--- src/rtl/bmsi_pkg.sv ---
// ============================================================================
// bmsi_pkg
// Shared types and constants for the banked mapper with scanline IRQ.
// ============================================================================
`default_nettype none

package bmsi_pkg;

    // Default parameter values
    localparam int PRG_ADDR_BITS_DEF = 19;
    localparam int CHR_ADDR_BITS_DEF = 18;
    localparam int EDGE_HOLD_DEF     = 16;

    // Fixed field widths
    localparam int PRG_OUT_W  = 19;
    localparam int CHR_OUT_W  = 18;
    localparam int SIZE_W     = 5;
    localparam int TMO_W      = 5;
    localparam int IN_W       = 40;
    localparam int OUT_W      = 48;
    localparam int CFG_ADDR_W = 3;

    // Window geometry
    localparam int PRG_PAGE_BITS = 13;
    localparam int CHR_PAGE_BITS = 10;
    localparam int PRG_MIN_LOG2  = 14;
    localparam int CHR_MIN_LOG2  = 11;
    localparam logic [7:0] PRG_FIXED_BANK = 8'hFE;

    // Configuration reset values
    localparam logic [SIZE_W-1:0] PRG_SIZE_RST = 5'd19;
    localparam logic [SIZE_W-1:0] CHR_SIZE_RST = 5'd18;

    // Configuration register indexes
    typedef enum logic {
        CFG_PRG_SIZE = 1'b0,
        CFG_CHR_SIZE = 1'b1
    } t_cfg_idx;

    typedef enum logic [1:0] {
        OP_READ  = 2'd0,
        OP_WRITE = 2'd1,
        OP_LATCH = 2'd2,
        OP_NONE  = 2'd3
    } t_op;

    // CPU write register groups, address bits 14..13
    typedef enum logic [1:0] {
        WIN_BANK   = 2'd0,
        WIN_MIRROR = 2'd1,
        WIN_IRQ    = 2'd2,
        WIN_IRQ_EN = 2'd3
    } t_win;

    typedef logic [7:0][7:0] t_bank_regs;

    typedef struct packed {
        t_bank_regs bank;
        logic       prg_swap;
        logic       chr_swap;
    } t_map_state;

endpackage

`default_nettype wire

--- src/rtl/bmsi_regs.sv ---
// ============================================================================
// bmsi_regs
// Mapper register file, A12 edge filter and scanline IRQ counter.
// ============================================================================
`default_nettype none

module bmsi_regs #(
    parameter int EDGE_HOLD = bmsi_pkg::EDGE_HOLD_DEF
) (
    input  wire logic                  i_clk,
    input  wire logic                  i_rst_n,
    input  wire logic                  i_en,
    input  wire bmsi_pkg::t_op         i_op,
    input  wire logic [15:0]           i_cpu_address,
    input  wire logic [7:0]            i_write_data,
    input  wire logic [13:0]           i_video_address,
    output bmsi_pkg::t_map_state       o_map,
    output logic                       o_irq_next,
    output logic                       o_mirror_next
);
    import bmsi_pkg::*;

    localparam logic [TMO_W-1:0] HOLD = TMO_W'(EDGE_HOLD);

    t_bank_regs       r_bank, n_bank;
    logic [2:0]       r_bank_sel, n_bank_sel;
    logic             r_prg_swap, n_prg_swap;
    logic             r_chr_swap, n_chr_swap;
    logic [7:0]       r_irq_latch, n_irq_latch;
    logic [7:0]       r_irq_cnt, n_irq_cnt;
    logic             r_reload, n_reload;
    logic             r_irq_en, n_irq_en;
    logic             r_irq_pend, n_irq_pend;
    logic             r_edge_seen, n_edge_seen;
    logic [TMO_W-1:0] r_edge_to, n_edge_to;
    logic             r_mirror, n_mirror;

    t_win             win;
    logic             odd;

    assign win = t_win'(i_cpu_address[14:13]);
    assign odd = i_cpu_address[0];

    always_comb begin
        n_bank      = r_bank;
        n_bank_sel  = r_bank_sel;
        n_prg_swap  = r_prg_swap;
        n_chr_swap  = r_chr_swap;
        n_irq_latch = r_irq_latch;
        n_irq_cnt   = r_irq_cnt;
        n_reload    = r_reload;
        n_irq_en    = r_irq_en;
        n_irq_pend  = r_irq_pend;
        n_edge_seen = r_edge_seen;
        n_edge_to   = r_edge_to;
        n_mirror    = r_mirror;
        if (i_en) begin
            unique case (i_op)
                OP_WRITE: begin
                    if (i_cpu_address[15]) begin
                        unique case (win)
                            WIN_BANK: begin
                                if (odd) begin
                                    n_bank[r_bank_sel] = i_write_data;
                                end else begin
                                    n_bank_sel = i_write_data[2:0];
                                    n_prg_swap = i_write_data[6];
                                    n_chr_swap = i_write_data[7];
                                end
                            end
                            WIN_MIRROR: begin
                                if (!odd) n_mirror = i_write_data[0];
                            end
                            WIN_IRQ: begin
                                if (odd) n_reload = 1'b1;
                                else n_irq_latch = i_write_data;
                            end
                            WIN_IRQ_EN: begin
                                if (odd) begin
                                    n_irq_en = 1'b1;
                                end else begin
                                    n_irq_en   = 1'b0;
                                    n_irq_pend = 1'b0;
                                end
                            end
                        endcase
                    end
                end
                OP_LATCH: begin
                    if (!i_video_address[12]) begin
                        // saturating low timeout
                        n_edge_to = (r_edge_to != '0) ? r_edge_to - TMO_W'(1) : '0;
                        if (n_edge_to == '0) n_edge_seen = 1'b0;
                    end else begin
                        n_edge_to = HOLD;
                        if (!r_edge_seen) begin
                            n_edge_seen = 1'b1;
                            if (r_reload || r_irq_cnt == 8'd0) begin
                                n_reload  = 1'b0;
                                n_irq_cnt = r_irq_latch;
                            end else begin
                                n_irq_cnt = r_irq_cnt - 8'd1;
                            end
                            if (n_irq_cnt == 8'd0 && r_irq_en) n_irq_pend = 1'b1;
                        end
                    end
                end
                OP_READ, OP_NONE: begin
                end
            endcase
        end
    end

    always_ff @(posedge i_clk) begin
        if (!i_rst_n) begin
            r_bank      <= '0;
            r_bank_sel  <= '0;
            r_prg_swap  <= 1'b0;
            r_chr_swap  <= 1'b0;
            r_irq_latch <= '0;
            r_irq_cnt   <= '0;
            r_reload    <= 1'b0;
            r_irq_en    <= 1'b0;
            r_irq_pend  <= 1'b0;
            r_edge_seen <= 1'b0;
            r_edge_to   <= '0;
            r_mirror    <= 1'b0;
        end else begin
            r_bank      <= n_bank;
            r_bank_sel  <= n_bank_sel;
            r_prg_swap  <= n_prg_swap;
            r_chr_swap  <= n_chr_swap;
            r_irq_latch <= n_irq_latch;
            r_irq_cnt   <= n_irq_cnt;
            r_reload    <= n_reload;
            r_irq_en    <= n_irq_en;
            r_irq_pend  <= n_irq_pend;
            r_edge_seen <= n_edge_seen;
            r_edge_to   <= n_edge_to;
            r_mirror    <= n_mirror;
        end
    end

    assign o_map.bank     = r_bank;
    assign o_map.prg_swap = r_prg_swap;
    assign o_map.chr_swap = r_chr_swap;
    assign o_irq_next     = n_irq_en & n_irq_pend;
    assign o_mirror_next  = n_mirror;

endmodule

`default_nettype wire

--- src/rtl/bmsi_xlate.sv ---
// ============================================================================
// bmsi_xlate
// Program and character ROM address translation through the bank windows.
// ============================================================================
`default_nettype none

module bmsi_xlate #(
    parameter int PRG_ADDR_BITS = bmsi_pkg::PRG_ADDR_BITS_DEF,
    parameter int CHR_ADDR_BITS = bmsi_pkg::CHR_ADDR_BITS_DEF
) (
    input  wire bmsi_pkg::t_map_state            i_map,
    input  wire logic [bmsi_pkg::SIZE_W-1:0]     i_prg_size,
    input  wire logic [bmsi_pkg::SIZE_W-1:0]     i_chr_size,
    input  wire bmsi_pkg::t_op                   i_op,
    input  wire logic [15:0]                     i_cpu_address,
    input  wire logic [13:0]                     i_video_address,
    output logic                                 o_prg_hit,
    output logic [bmsi_pkg::PRG_OUT_W-1:0]       o_prg_address,
    output logic                                 o_chr_hit,
    output logic [bmsi_pkg::CHR_OUT_W-1:0]       o_chr_address
);
    import bmsi_pkg::*;

    localparam int PW = PRG_ADDR_BITS;
    localparam int CW = CHR_ADDR_BITS;
    localparam logic [SIZE_W-1:0] PRG_LO = SIZE_W'(PRG_MIN_LOG2);
    localparam logic [SIZE_W-1:0] PRG_HI = SIZE_W'(PRG_ADDR_BITS);
    localparam logic [SIZE_W-1:0] CHR_LO = SIZE_W'(CHR_MIN_LOG2);
    localparam logic [SIZE_W-1:0] CHR_HI = SIZE_W'(CHR_ADDR_BITS);

    logic [SIZE_W-1:0] prg_n, chr_n;
    logic [PW-1:0]     prg_mask, prg_fixed, prg_b6, prg_b7, prg_base, prg_addr;
    logic [CW-1:0]     chr_mask, chr_base, chr_addr;
    logic [2:0]        slot;
    logic [7:0]        chr_bank;

    always_comb begin
        if (i_prg_size < PRG_LO)      prg_n = PRG_LO;
        else if (i_prg_size > PRG_HI) prg_n = PRG_HI;
        else                          prg_n = i_prg_size;
        if (i_chr_size < CHR_LO)      chr_n = CHR_LO;
        else if (i_chr_size > CHR_HI) chr_n = CHR_HI;
        else                          chr_n = i_chr_size;
        for (int b = 0; b < PW; b++) begin
            prg_mask[b] = (b >= PRG_PAGE_BITS) && (SIZE_W'(b) < prg_n);
        end
        for (int b = 0; b < CW; b++) begin
            chr_mask[b] = (b >= CHR_PAGE_BITS) && (SIZE_W'(b) < chr_n);
        end
    end

    assign prg_fixed = PW'({PRG_FIXED_BANK, 13'b0}) & prg_mask;
    assign prg_b6    = PW'({i_map.bank[6], 13'b0}) & prg_mask;
    assign prg_b7    = PW'({i_map.bank[7], 13'b0}) & prg_mask;

    always_comb begin
        case (i_cpu_address[14:13])
            2'd0:    prg_base = i_map.prg_swap ? prg_fixed : prg_b6;
            2'd1:    prg_base = prg_b7;
            2'd2:    prg_base = i_map.prg_swap ? prg_b6 : prg_fixed;
            default: prg_base = prg_mask;
        endcase
    end

    assign prg_addr = prg_base | PW'(i_cpu_address[12:0]);

    assign slot = i_video_address[12:10] ^ {i_map.chr_swap, 2'b00};

    always_comb begin
        if (!slot[2]) begin
            chr_bank = i_map.bank[{2'b00, slot[1]}] & 8'hFE;
            chr_base = CW'({chr_bank, 10'b0}) & chr_mask;
            if (slot[0]) chr_base = chr_base | CW'(11'h400);
        end else begin
            chr_bank = i_map.bank[{1'b0, slot[1:0]} + 3'd2];
            chr_base = CW'({chr_bank, 10'b0}) & chr_mask;
        end
    end

    assign chr_addr = chr_base | CW'(i_video_address[9:0]);

    assign o_prg_hit     = (i_op == OP_READ) && i_cpu_address[15];
    assign o_prg_address = o_prg_hit ? PRG_OUT_W'(prg_addr) : '0;
    assign o_chr_hit     = (i_op == OP_LATCH) && !i_video_address[13];
    assign o_chr_address = o_chr_hit ? CHR_OUT_W'(chr_addr) : '0;

endmodule

`default_nettype wire

--- src/rtl/bmsi_outbuf.sv ---
// ============================================================================
// bmsi_outbuf
// Two-entry result buffer: output register plus skid register.
// ============================================================================
`default_nettype none

module bmsi_outbuf #(
    parameter int W = bmsi_pkg::OUT_W
) (
    input  wire logic         i_clk,
    input  wire logic         i_rst_n,
    input  wire logic         i_valid,
    output logic              o_ready,
    input  wire logic [W-1:0] i_data,
    output logic              o_valid,
    input  wire logic         i_ready,
    output logic [W-1:0]      o_data
);
    logic         r_out_vld, r_skid_vld;
    logic [W-1:0] r_out, r_skid;
    logic         push, load_out;

    assign o_ready  = !r_skid_vld;
    assign push     = i_valid && o_ready;
    assign load_out = !r_out_vld || i_ready;

    always_ff @(posedge i_clk) begin
        if (!i_rst_n) begin
            r_out_vld  <= 1'b0;
            r_skid_vld <= 1'b0;
        end else if (load_out) begin
            r_out_vld  <= r_skid_vld || push;
            r_skid_vld <= 1'b0;
        end else if (push) begin
            r_skid_vld <= 1'b1;
        end
    end

    always_ff @(posedge i_clk) begin
        if (load_out) begin
            r_out <= r_skid_vld ? r_skid : i_data;
        end else if (push) begin
            r_skid <= i_data;
        end
    end

    assign o_valid = r_out_vld;
    assign o_data  = r_out;

endmodule

`default_nettype wire

--- src/rtl/banked_mapper_with_scanline_irq.sv ---
// ============================================================================
// banked_mapper_with_scanline_irq
// Cartridge bank mapper with A12-filtered scanline IRQ counter.
// ============================================================================
// Takes one bus request per cycle and returns exactly one result per request,
// registered through a two-entry output buffer; the input stalls only when
// both entries are full. Requests are CPU reads (program ROM
// translation), CPU writes (mapper registers) and video address latches
// (character ROM translation and scanline counter clocking). The IRQ and
// mirroring flags in a result reflect the state after that request is applied.
// ROM size registers at APB addresses 0x0 and 0x4 set the bank masks.
`default_nettype none

module banked_mapper_with_scanline_irq #(
    parameter int PRG_ADDR_BITS = bmsi_pkg::PRG_ADDR_BITS_DEF,
    parameter int CHR_ADDR_BITS = bmsi_pkg::CHR_ADDR_BITS_DEF,
    parameter int EDGE_HOLD     = bmsi_pkg::EDGE_HOLD_DEF
) (
    input  wire logic                           i_clk,
    input  wire logic                           i_rst_n,
    // APB configuration
    input  wire logic                           psel,
    input  wire logic                           penable,
    input  wire logic                           pwrite,
    input  wire logic [bmsi_pkg::CFG_ADDR_W-1:0] paddr,
    input  wire logic [31:0]                    pwdata,
    output logic [31:0]                         prdata,
    output logic                                pready,
    // request stream
    input  wire logic                           s_tvalid,
    output logic                                s_tready,
    // cpu_address[15:0], write_data[23:16], video_address[37:24], zero pad
    input  wire logic [bmsi_pkg::IN_W-1:0]      s_tdata,
    // opcode[1:0]
    input  wire logic [1:0]                     s_tuser,
    // result stream
    output logic                                m_tvalid,
    input  wire logic                           m_tready,
    // prg_rom_hit[0], prg_rom_address[19:1], chr_rom_hit[20],
    // chr_rom_address[38:21], irq_out[39], mirror_is_horizontal[40], zero pad
    output logic [bmsi_pkg::OUT_W-1:0]          m_tdata
);
    import bmsi_pkg::*;

    logic [SIZE_W-1:0]    r_prg_size, r_chr_size;
    logic                 cfg_wr;
    t_cfg_idx             cfg_idx;

    t_op                  op;
    logic [15:0]          cpu_address;
    logic [7:0]           write_data;
    logic [13:0]          video_address;
    logic                 accept;

    t_map_state           map;
    logic                 irq_next, mirror_next;
    logic                 prg_hit, chr_hit;
    logic [PRG_OUT_W-1:0] prg_address;
    logic [CHR_OUT_W-1:0] chr_address;
    logic [OUT_W-1:0]     result;

    // configuration
    assign pready  = 1'b1;
    assign cfg_wr  = psel && penable && pwrite;
    assign cfg_idx = t_cfg_idx'(paddr[2]);

    always_ff @(posedge i_clk) begin
        if (!i_rst_n) begin
            r_prg_size <= PRG_SIZE_RST;
            r_chr_size <= CHR_SIZE_RST;
        end else if (cfg_wr) begin
            unique case (cfg_idx)
                CFG_PRG_SIZE: r_prg_size <= pwdata[SIZE_W-1:0];
                CFG_CHR_SIZE: r_chr_size <= pwdata[SIZE_W-1:0];
            endcase
        end
    end

    always_comb begin
        unique case (cfg_idx)
            CFG_PRG_SIZE: prdata = {{(32-SIZE_W){1'b0}}, r_prg_size};
            CFG_CHR_SIZE: prdata = {{(32-SIZE_W){1'b0}}, r_chr_size};
        endcase
    end

    // request unpack
    assign op            = t_op'(s_tuser);
    assign cpu_address   = s_tdata[15:0];
    assign write_data    = s_tdata[23:16];
    assign video_address = s_tdata[37:24];
    assign accept        = s_tvalid && s_tready;

    bmsi_regs #(
        .EDGE_HOLD (EDGE_HOLD)
    ) u_regs (
        .i_clk           (i_clk),
        .i_rst_n         (i_rst_n),
        .i_en            (accept),
        .i_op            (op),
        .i_cpu_address   (cpu_address),
        .i_write_data    (write_data),
        .i_video_address (video_address),
        .o_map           (map),
        .o_irq_next      (irq_next),
        .o_mirror_next   (mirror_next)
    );

    bmsi_xlate #(
        .PRG_ADDR_BITS (PRG_ADDR_BITS),
        .CHR_ADDR_BITS (CHR_ADDR_BITS)
    ) u_xlate (
        .i_map           (map),
        .i_prg_size      (r_prg_size),
        .i_chr_size      (r_chr_size),
        .i_op            (op),
        .i_cpu_address   (cpu_address),
        .i_video_address (video_address),
        .o_prg_hit       (prg_hit),
        .o_prg_address   (prg_address),
        .o_chr_hit       (chr_hit),
        .o_chr_address   (chr_address)
    );

    assign result = {7'b0, mirror_next, irq_next, chr_address, chr_hit,
                     prg_address, prg_hit};

    bmsi_outbuf #(
        .W (OUT_W)
    ) u_outbuf (
        .i_clk   (i_clk),
        .i_rst_n (i_rst_n),
        .i_valid (s_tvalid),
        .o_ready (s_tready),
        .i_data  (result),
        .o_valid (m_tvalid),
        .i_ready (m_tready),
        .o_data  (m_tdata)
    );

endmodule

`default_nettype wire

--- config.mk ---
export PLATFORM = sky130hd
export DESIGN_NAME = banked_mapper_with_scanline_irq
export DESIGN_NICKNAME = d
export VERILOG_FILES = /design/src/rtl/bmsi_pkg.sv /design/src/rtl/bmsi_regs.sv /design/src/rtl/bmsi_xlate.sv /design/src/rtl/bmsi_outbuf.sv /design/src/rtl/banked_mapper_with_scanline_irq.sv
export SDC_FILE = /design/constraint.sdc
export NUM_CORES = 1
export LEC_CHECK = 0
export BUFFER_PORTS_ARGS = -buffer_cell sky130_fd_sc_hd__buf_2
export CORE_MARGIN = 2
export CORE_UTILIZATION = 59
export DETAILED_ROUTE_END_ITERATION = 7
export GPL_ROUTABILITY_DRIVEN = 0
export GPL_TIMING_DRIVEN = 0
export PLACE_DENSITY = 0.87
export SYNTH_ARGS = -nofsm -noshare
export SYNTH_HDL_FRONTEND = slang
export SYNTH_SLANG_ARGS = --single-unit
export TNS_END_PERCENT = 1
--- constraint.sdc ---
create_clock -name i_clk -period 7.7 [get_ports i_clk]
set_input_delay 1.925 -clock i_clk [delete_from_list [all_inputs] [get_ports i_clk]]
set_output_delay 1.925 -clock i_clk [all_outputs]
set_load 0.03 [all_outputs]
[Word level (Yosys, flattened, before mapping)]
Index checks and enable logic that the tools add are counted.
Storage, ports and cells
  bits of input ports: 84
  word-level logic and storage cells: 160
  register bits after elaboration: 189
Cells by class
  reductions and logical operators: 32
  eq/ne operators: 11
  bitwise operators: 13
  add/subtract/negate cells: 3
  $lt $le $gt $ge: 22
  muxes and demuxes: 54
Operators with widths (count)
  8-bit 2-to-1 mux: 9
  64-bit bitwise mux: 1
  32-bit one-hot mux with 2 select lines: 1
  19-bit 2-to-1 mux: 3
  19-bit one-hot mux with 3 select lines: 1
  4-bit by 5-bit < comparator with 1-bit output, first input constant: 9
  41-bit 2-to-1 mux: 1
  19-bit bitwise AND: 2
  18-bit bitwise AND: 2
  18-bit 2-to-1 mux: 2
  5-bit 2-to-1 mux: 6
  5-bit < comparator, first input constant: 5
  1-bit 2-to-1 mux: 25
  8-bit binary-select mux with 3-bit select: 1
  8-bit demux with 3-bit select: 1
  19-bit by 13-bit OR with 19-bit output: 1
  18-bit by 10-bit OR with 18-bit output: 1
  8-bit zero test: 2
  5-bit AND reduction: 3
  11-bit 2-to-1 mux: 1
  5-bit greater-than comparator, second input constant: 2
  5-bit by 4-bit < comparator with 1-bit output, second input constant: 2
  2-bit inequality test, second input constant: 5
  3-bit by 4-bit < comparator with 1-bit output, second input constant: 2
  other kinds (24): 47

[Logic depth before layout (Yosys ltp)]
  depth after elaboration: 16
  gate-level depth with buffers: 9
  mapped depth without buffers: 8

[Hierarchy]
From an unflattened synthesis, not the netlist that was laid out.
Second synthesis, totals
  cell total of the unflattened synthesis: 789
  area total of the unflattened synthesis: 9400.3 sq um
Modules (own cells, without submodules)
  bmsi_regs: area each 4032.6 sq um, cells an instance 426, times used 1
  bmsi_outbuf: area each 3794.9 sq um, cells an instance 158, times used 1
  bmsi_xlate: area each 862.1 sq um, cells an instance 128, times used 1
  banked_mapper_with_scanline_irq: area each 710.7 sq um, cells an instance 77, times used 1

[Worst setup path before layout]
Ideal clock, no wire load.
  path kind: input to register
  from: input port m_tready
  to: register u_outbuf.r_skid[0] (enable)
  required time: 7256 ps
  arrival: 4927 ps
  stages on the path: 2
  setup time: 444 ps
  slack: 2329 ps
  cell sequence: nand2b_1 nor2b_1
On the way
  longest elaborated chain between the ends: 3
RTL lines
  from (decl): line banked_mapper_with_scanline_irq.sv:38  | input wire logic m_tready,
  1-bit logical OR: line bmsi_outbuf.sv:25  | assign load_out = !r_out_vld || i_ready;
  1-bit inverter (no line)
  2-bit AND reduction (no line)
  to (signal assigned): line bmsi_outbuf.sv:43  | r_skid <= i_data;
  to (decl): line bmsi_outbuf.sv:20  | logic [W-1:0] r_out, r_skid;
Every way passes these cells.
A chain may end at the register's enable or synchronous reset.

[Worst setup path after layout]
  from: input port paddr[2] (netlist name)
  to: output port prdata[2]
On the way
  longest elaborated chain between the ends: 2
RTL lines
  from (decl): line banked_mapper_with_scanline_irq.sv:25  | input wire logic [bmsi_pkg::CFG_ADDR_W-1:0] paddr,
  1-bit inverter (no line)
  32-bit one-hot mux with 2 select lines *: line banked_mapper_with_scanline_irq.sv:80  | unique case (cfg_idx)
  to (decl): line banked_mapper_with_scanline_irq.sv:27  | output logic [31:0] prdata,
Every way passes the cells marked *; elsewhere a longest branch is shown, timed or not. The select of a mux whose other input is x is not followed.

==> results.cfg <==
[outcome]
status = finished, final reports clean

[worst_setup_path]
endpoint_kind = output pin
path_delay_family = buffers and inverters
path_cells = clkbuf_1, mux2_2, buf_2
cp-start-kind = primary input
path_class = in -> out
critPathMaxFanout = 7
arrival_ns = 2.87
critical_path.slowest_cell = mux2_2
cp.required_ns = 5.78
critPathMaxStageDelay_ns = 0.41
cp_num_buf_inv = 2

[drt]
drt_wl_total_um = 19280
routed-wl-met2_um = 9419
initialDrtViolationCount = 530
drc_errors = 0
via_count = 6041
routed.top_layer = met4
routed-wl-met3_um = 1377
ant_nets = 0
drt-met1-wl_um = 8047
first_pass_iters = 7
wl_per_cell_um = 17.89
via_per_inst = 5.604

[die]
core_area_um2 = 13770
dieArea_um2 = 14930
rows = 43
start_util_pct = 59.85
die_w_um = 122.2
top_level_ports = 167
die_h_um = 122.2

[sta]
slew_headroom_pct = 45.01
period_share_pct = 62.26
finalHoldViolCount = 0
worst_pin_slew_ns = 0.8041
skew_ns = 0.01048
finalSetupViolCount = 0
fmax_mhz = 208.6
fin_crit_ns = 4.794
fin_setup_tns_ns = 0
finalWorstSetupSlack_ns = 2.906
slew_violations = 0
rsz0062_at_grt = false

[yosys]
ys_top_cells_by_area = edfxtp_1, dfxtp_1, mux2i_1
async_flop_share_pct = 0
yosys.area.top_type = edfxtp_1
synth.avg_cell_area_um2 = 11.08
synth_top_area_share_pct = 29.87
synth-seq-cells = 183
synth_flop_cell = dfxtp_1
ys_types = 54
synthCells = 744
yosys_warnings = 0
ys_seq_area_share_pct = 54.40
synth_area_um2 = 8243
synth-edff-count = 82

[pwr]
p_per_area_nw_per_um2 = 229.3
ir_drop_mv = 0.1900
leakagePower_nw = 4.230

[cts]
post_cts_buffers = 0
cts_hold_buf = 0
clkSinkCount = 183
clkLatencyLatePin_ns = 0.43
clk_pin_slew_ns = 0.06
cts_tree = built
cts_max_level = 4
clockBufferDepth = 2
postCtsResizedCells = 0
cts_root_buffer = clkbuf_16
cts_buffers = 17

[global_routing]
grt_max_degree = 40
grt_pass1_wl_um = 29380
antenna_found_initial = 0
grt.overflow.total = 0
grt_pass1_vias = 5807
grt_use_total_pct = 25.95

[run]
cap_violations = 0

[worst_hold_path]
hold_path.class = reg -> reg

[layout]
antenna_cells = 0
fillers = 924
drive_gt1_share_pct = 25.06
area_delta_synth_final_pct = 18.40
finalNetCount = 974

[placement]
pre_cts_ws_ns = 2.960
hpwl_um = 12850
port_buffers = 87
==> through the flow <==
| step | std cells | area, um^2 | hold slack [ns] | utilization (%) | power, mW |
|---|---|---|---|---|---|
| 2_1_floorplan | 777 | 8367 | 0.4486 | - | 1.211 |
| 3_3_place_gp | 1044 | 9027 | 0.4584 | 65.54 | 1.261 |
| 3_5_place_dp | 1046 | 9085 | 0.4709 | 65.96 | 1.268 |
| 4_1_cts | 1078 | 9759 | 0.4798 | 70.86 | 2.241 |
| 5_1_grt | 1078 | 9759 | 0.5132 | 70.86 | 2.299 |
| 6_report | 1078 | 9759 | 0.4763 | 70.86 | 2.238 |
==> cell usage after synthesis (all sizes together) (6+ instances only) <==
master	n
and2	16
mux2i	91
a21oi	17
a2111oi	6
mux4	8
nand2	44
nor3	15
o21ai	16
nor2	117
mux2	42
and3	16
inv	13
nor4	7
dfxtp	101
clkbuf	36
buf	47
nand2b	7
edfxtp	82
==> layout by cell type, fill, tap and decap left out, drive strengths merged, types with 3 or more instances in the layout <==
| cell | n |
|---|---|
| nand2b | 7 |
| mux4 | 8 |
| mux2i | 91 |
| o21ai | 16 |
| and3 | 16 |
| nand3 | 4 |
| nor3b | 5 |
| nor3 | 15 |
| mux2 | 42 |
| nand3b | 5 |
| ha | 5 |
| nor2b | 4 |
| bufinv | 6 |
| conb | 35 |
| o31ai | 3 |
| edfxtp | 82 |
| nor2 | 117 |
| a31oi | 3 |
| nor4 | 7 |
| buf | 136 |
| clkbuf | 54 |
| nand2 | 44 |
| dfxtp | 101 |
| and2 | 16 |
| a41oi | 3 |
| clkinv | 4 |
| a2111oi | 6 |
| inv | 16 |
| a211oi | 4 |
| a21oi | 17 |
==> cell families after synthesis <==
logic type	count (synthesis)	share of synthesized area, %
compound gates	64	5.040
mux	141	18.97
xor+xnor	4	0.4251
fa+ha+maj	5	0.7590
buf+inv	97	6.254
flops	183	54.40
simple gates	248	14.06
other cells	2	0.09111
==> final timing paths <==
| kind | start | to | slack [ns] | cells past startpoint |
|---|---|---|---|---|
| max | paddr[2] | prdata[2] | 2.91 | 3 |
| min | u_regs.r_edge_seen | u_regs.r_edge_seen | 0.48 | 2 |
| max reg2reg | u_regs.r_irq_cnt[0] | u_outbuf.o_data[39] | 5.16 | 8 |
| min reg2reg | u_regs.r_edge_seen | u_regs.r_edge_seen | 0.48 | 2 |
==> layout make-up <==
class / instances / area [um^2] / share of cell area, %
Inverter: 14 / 52.55 / 0.5385
Tap cell: 180 / 225.2 / 2.308
Clock buffer: 18 / 429.2 / 4.397
Timing Repair Buffer: 89 / 483.0 / 4.949
Buffer: 83 / 462.9 / 4.744
Multi-Input combinational cell: 497 / 3377 / 34.60
Clock inverter: 14 / 245.2 / 2.513
Sequential cell: 183 / 4484 / 45.95
==> sequential cells by signal, indices dropped and copies added (netlist names), 3 cells and up <==
name	count
u_regs.r_irq_latch	8
u_regs.r_edge_to	5
u_outbuf.r_skid	41
u_regs.r_bank_sel	3
u_regs.r_irq_cnt	8
r_chr_size	5
r_prg_size	5
u_regs.o_map	58
u_outbuf.o_data	41
==> report_power, final <==
| part | internal (mW) | switching [mW] | leakage, nW |
|---|---|---|---|
| clock | 0.613 | 0.373 | 0.321 |
| sequential | 1.04 | 0.0103 | 1.63 |
| combinational | 0.0638 | 0.139 | 2.28 |
==> worst register-to-register path, delay by kind of cell (launching register included) <==
family	cells	cell delay (ns)
AOI/OAI and AO/OA	4	1.10
adders and majority gates	1	0.23
buffers and inverters	1	0.10
DFF	1	0.35
and+or+nand+nor	2	0.60
==> layer usage <==
layer,vias up,global-route usage (%)
met5,-,0
li1,2838,-
met4,0,9.339
met3,36,7.257
met1,2896,31.84
met2,271,43.78
No activity file was read; power rests on OpenSTA's default activity.
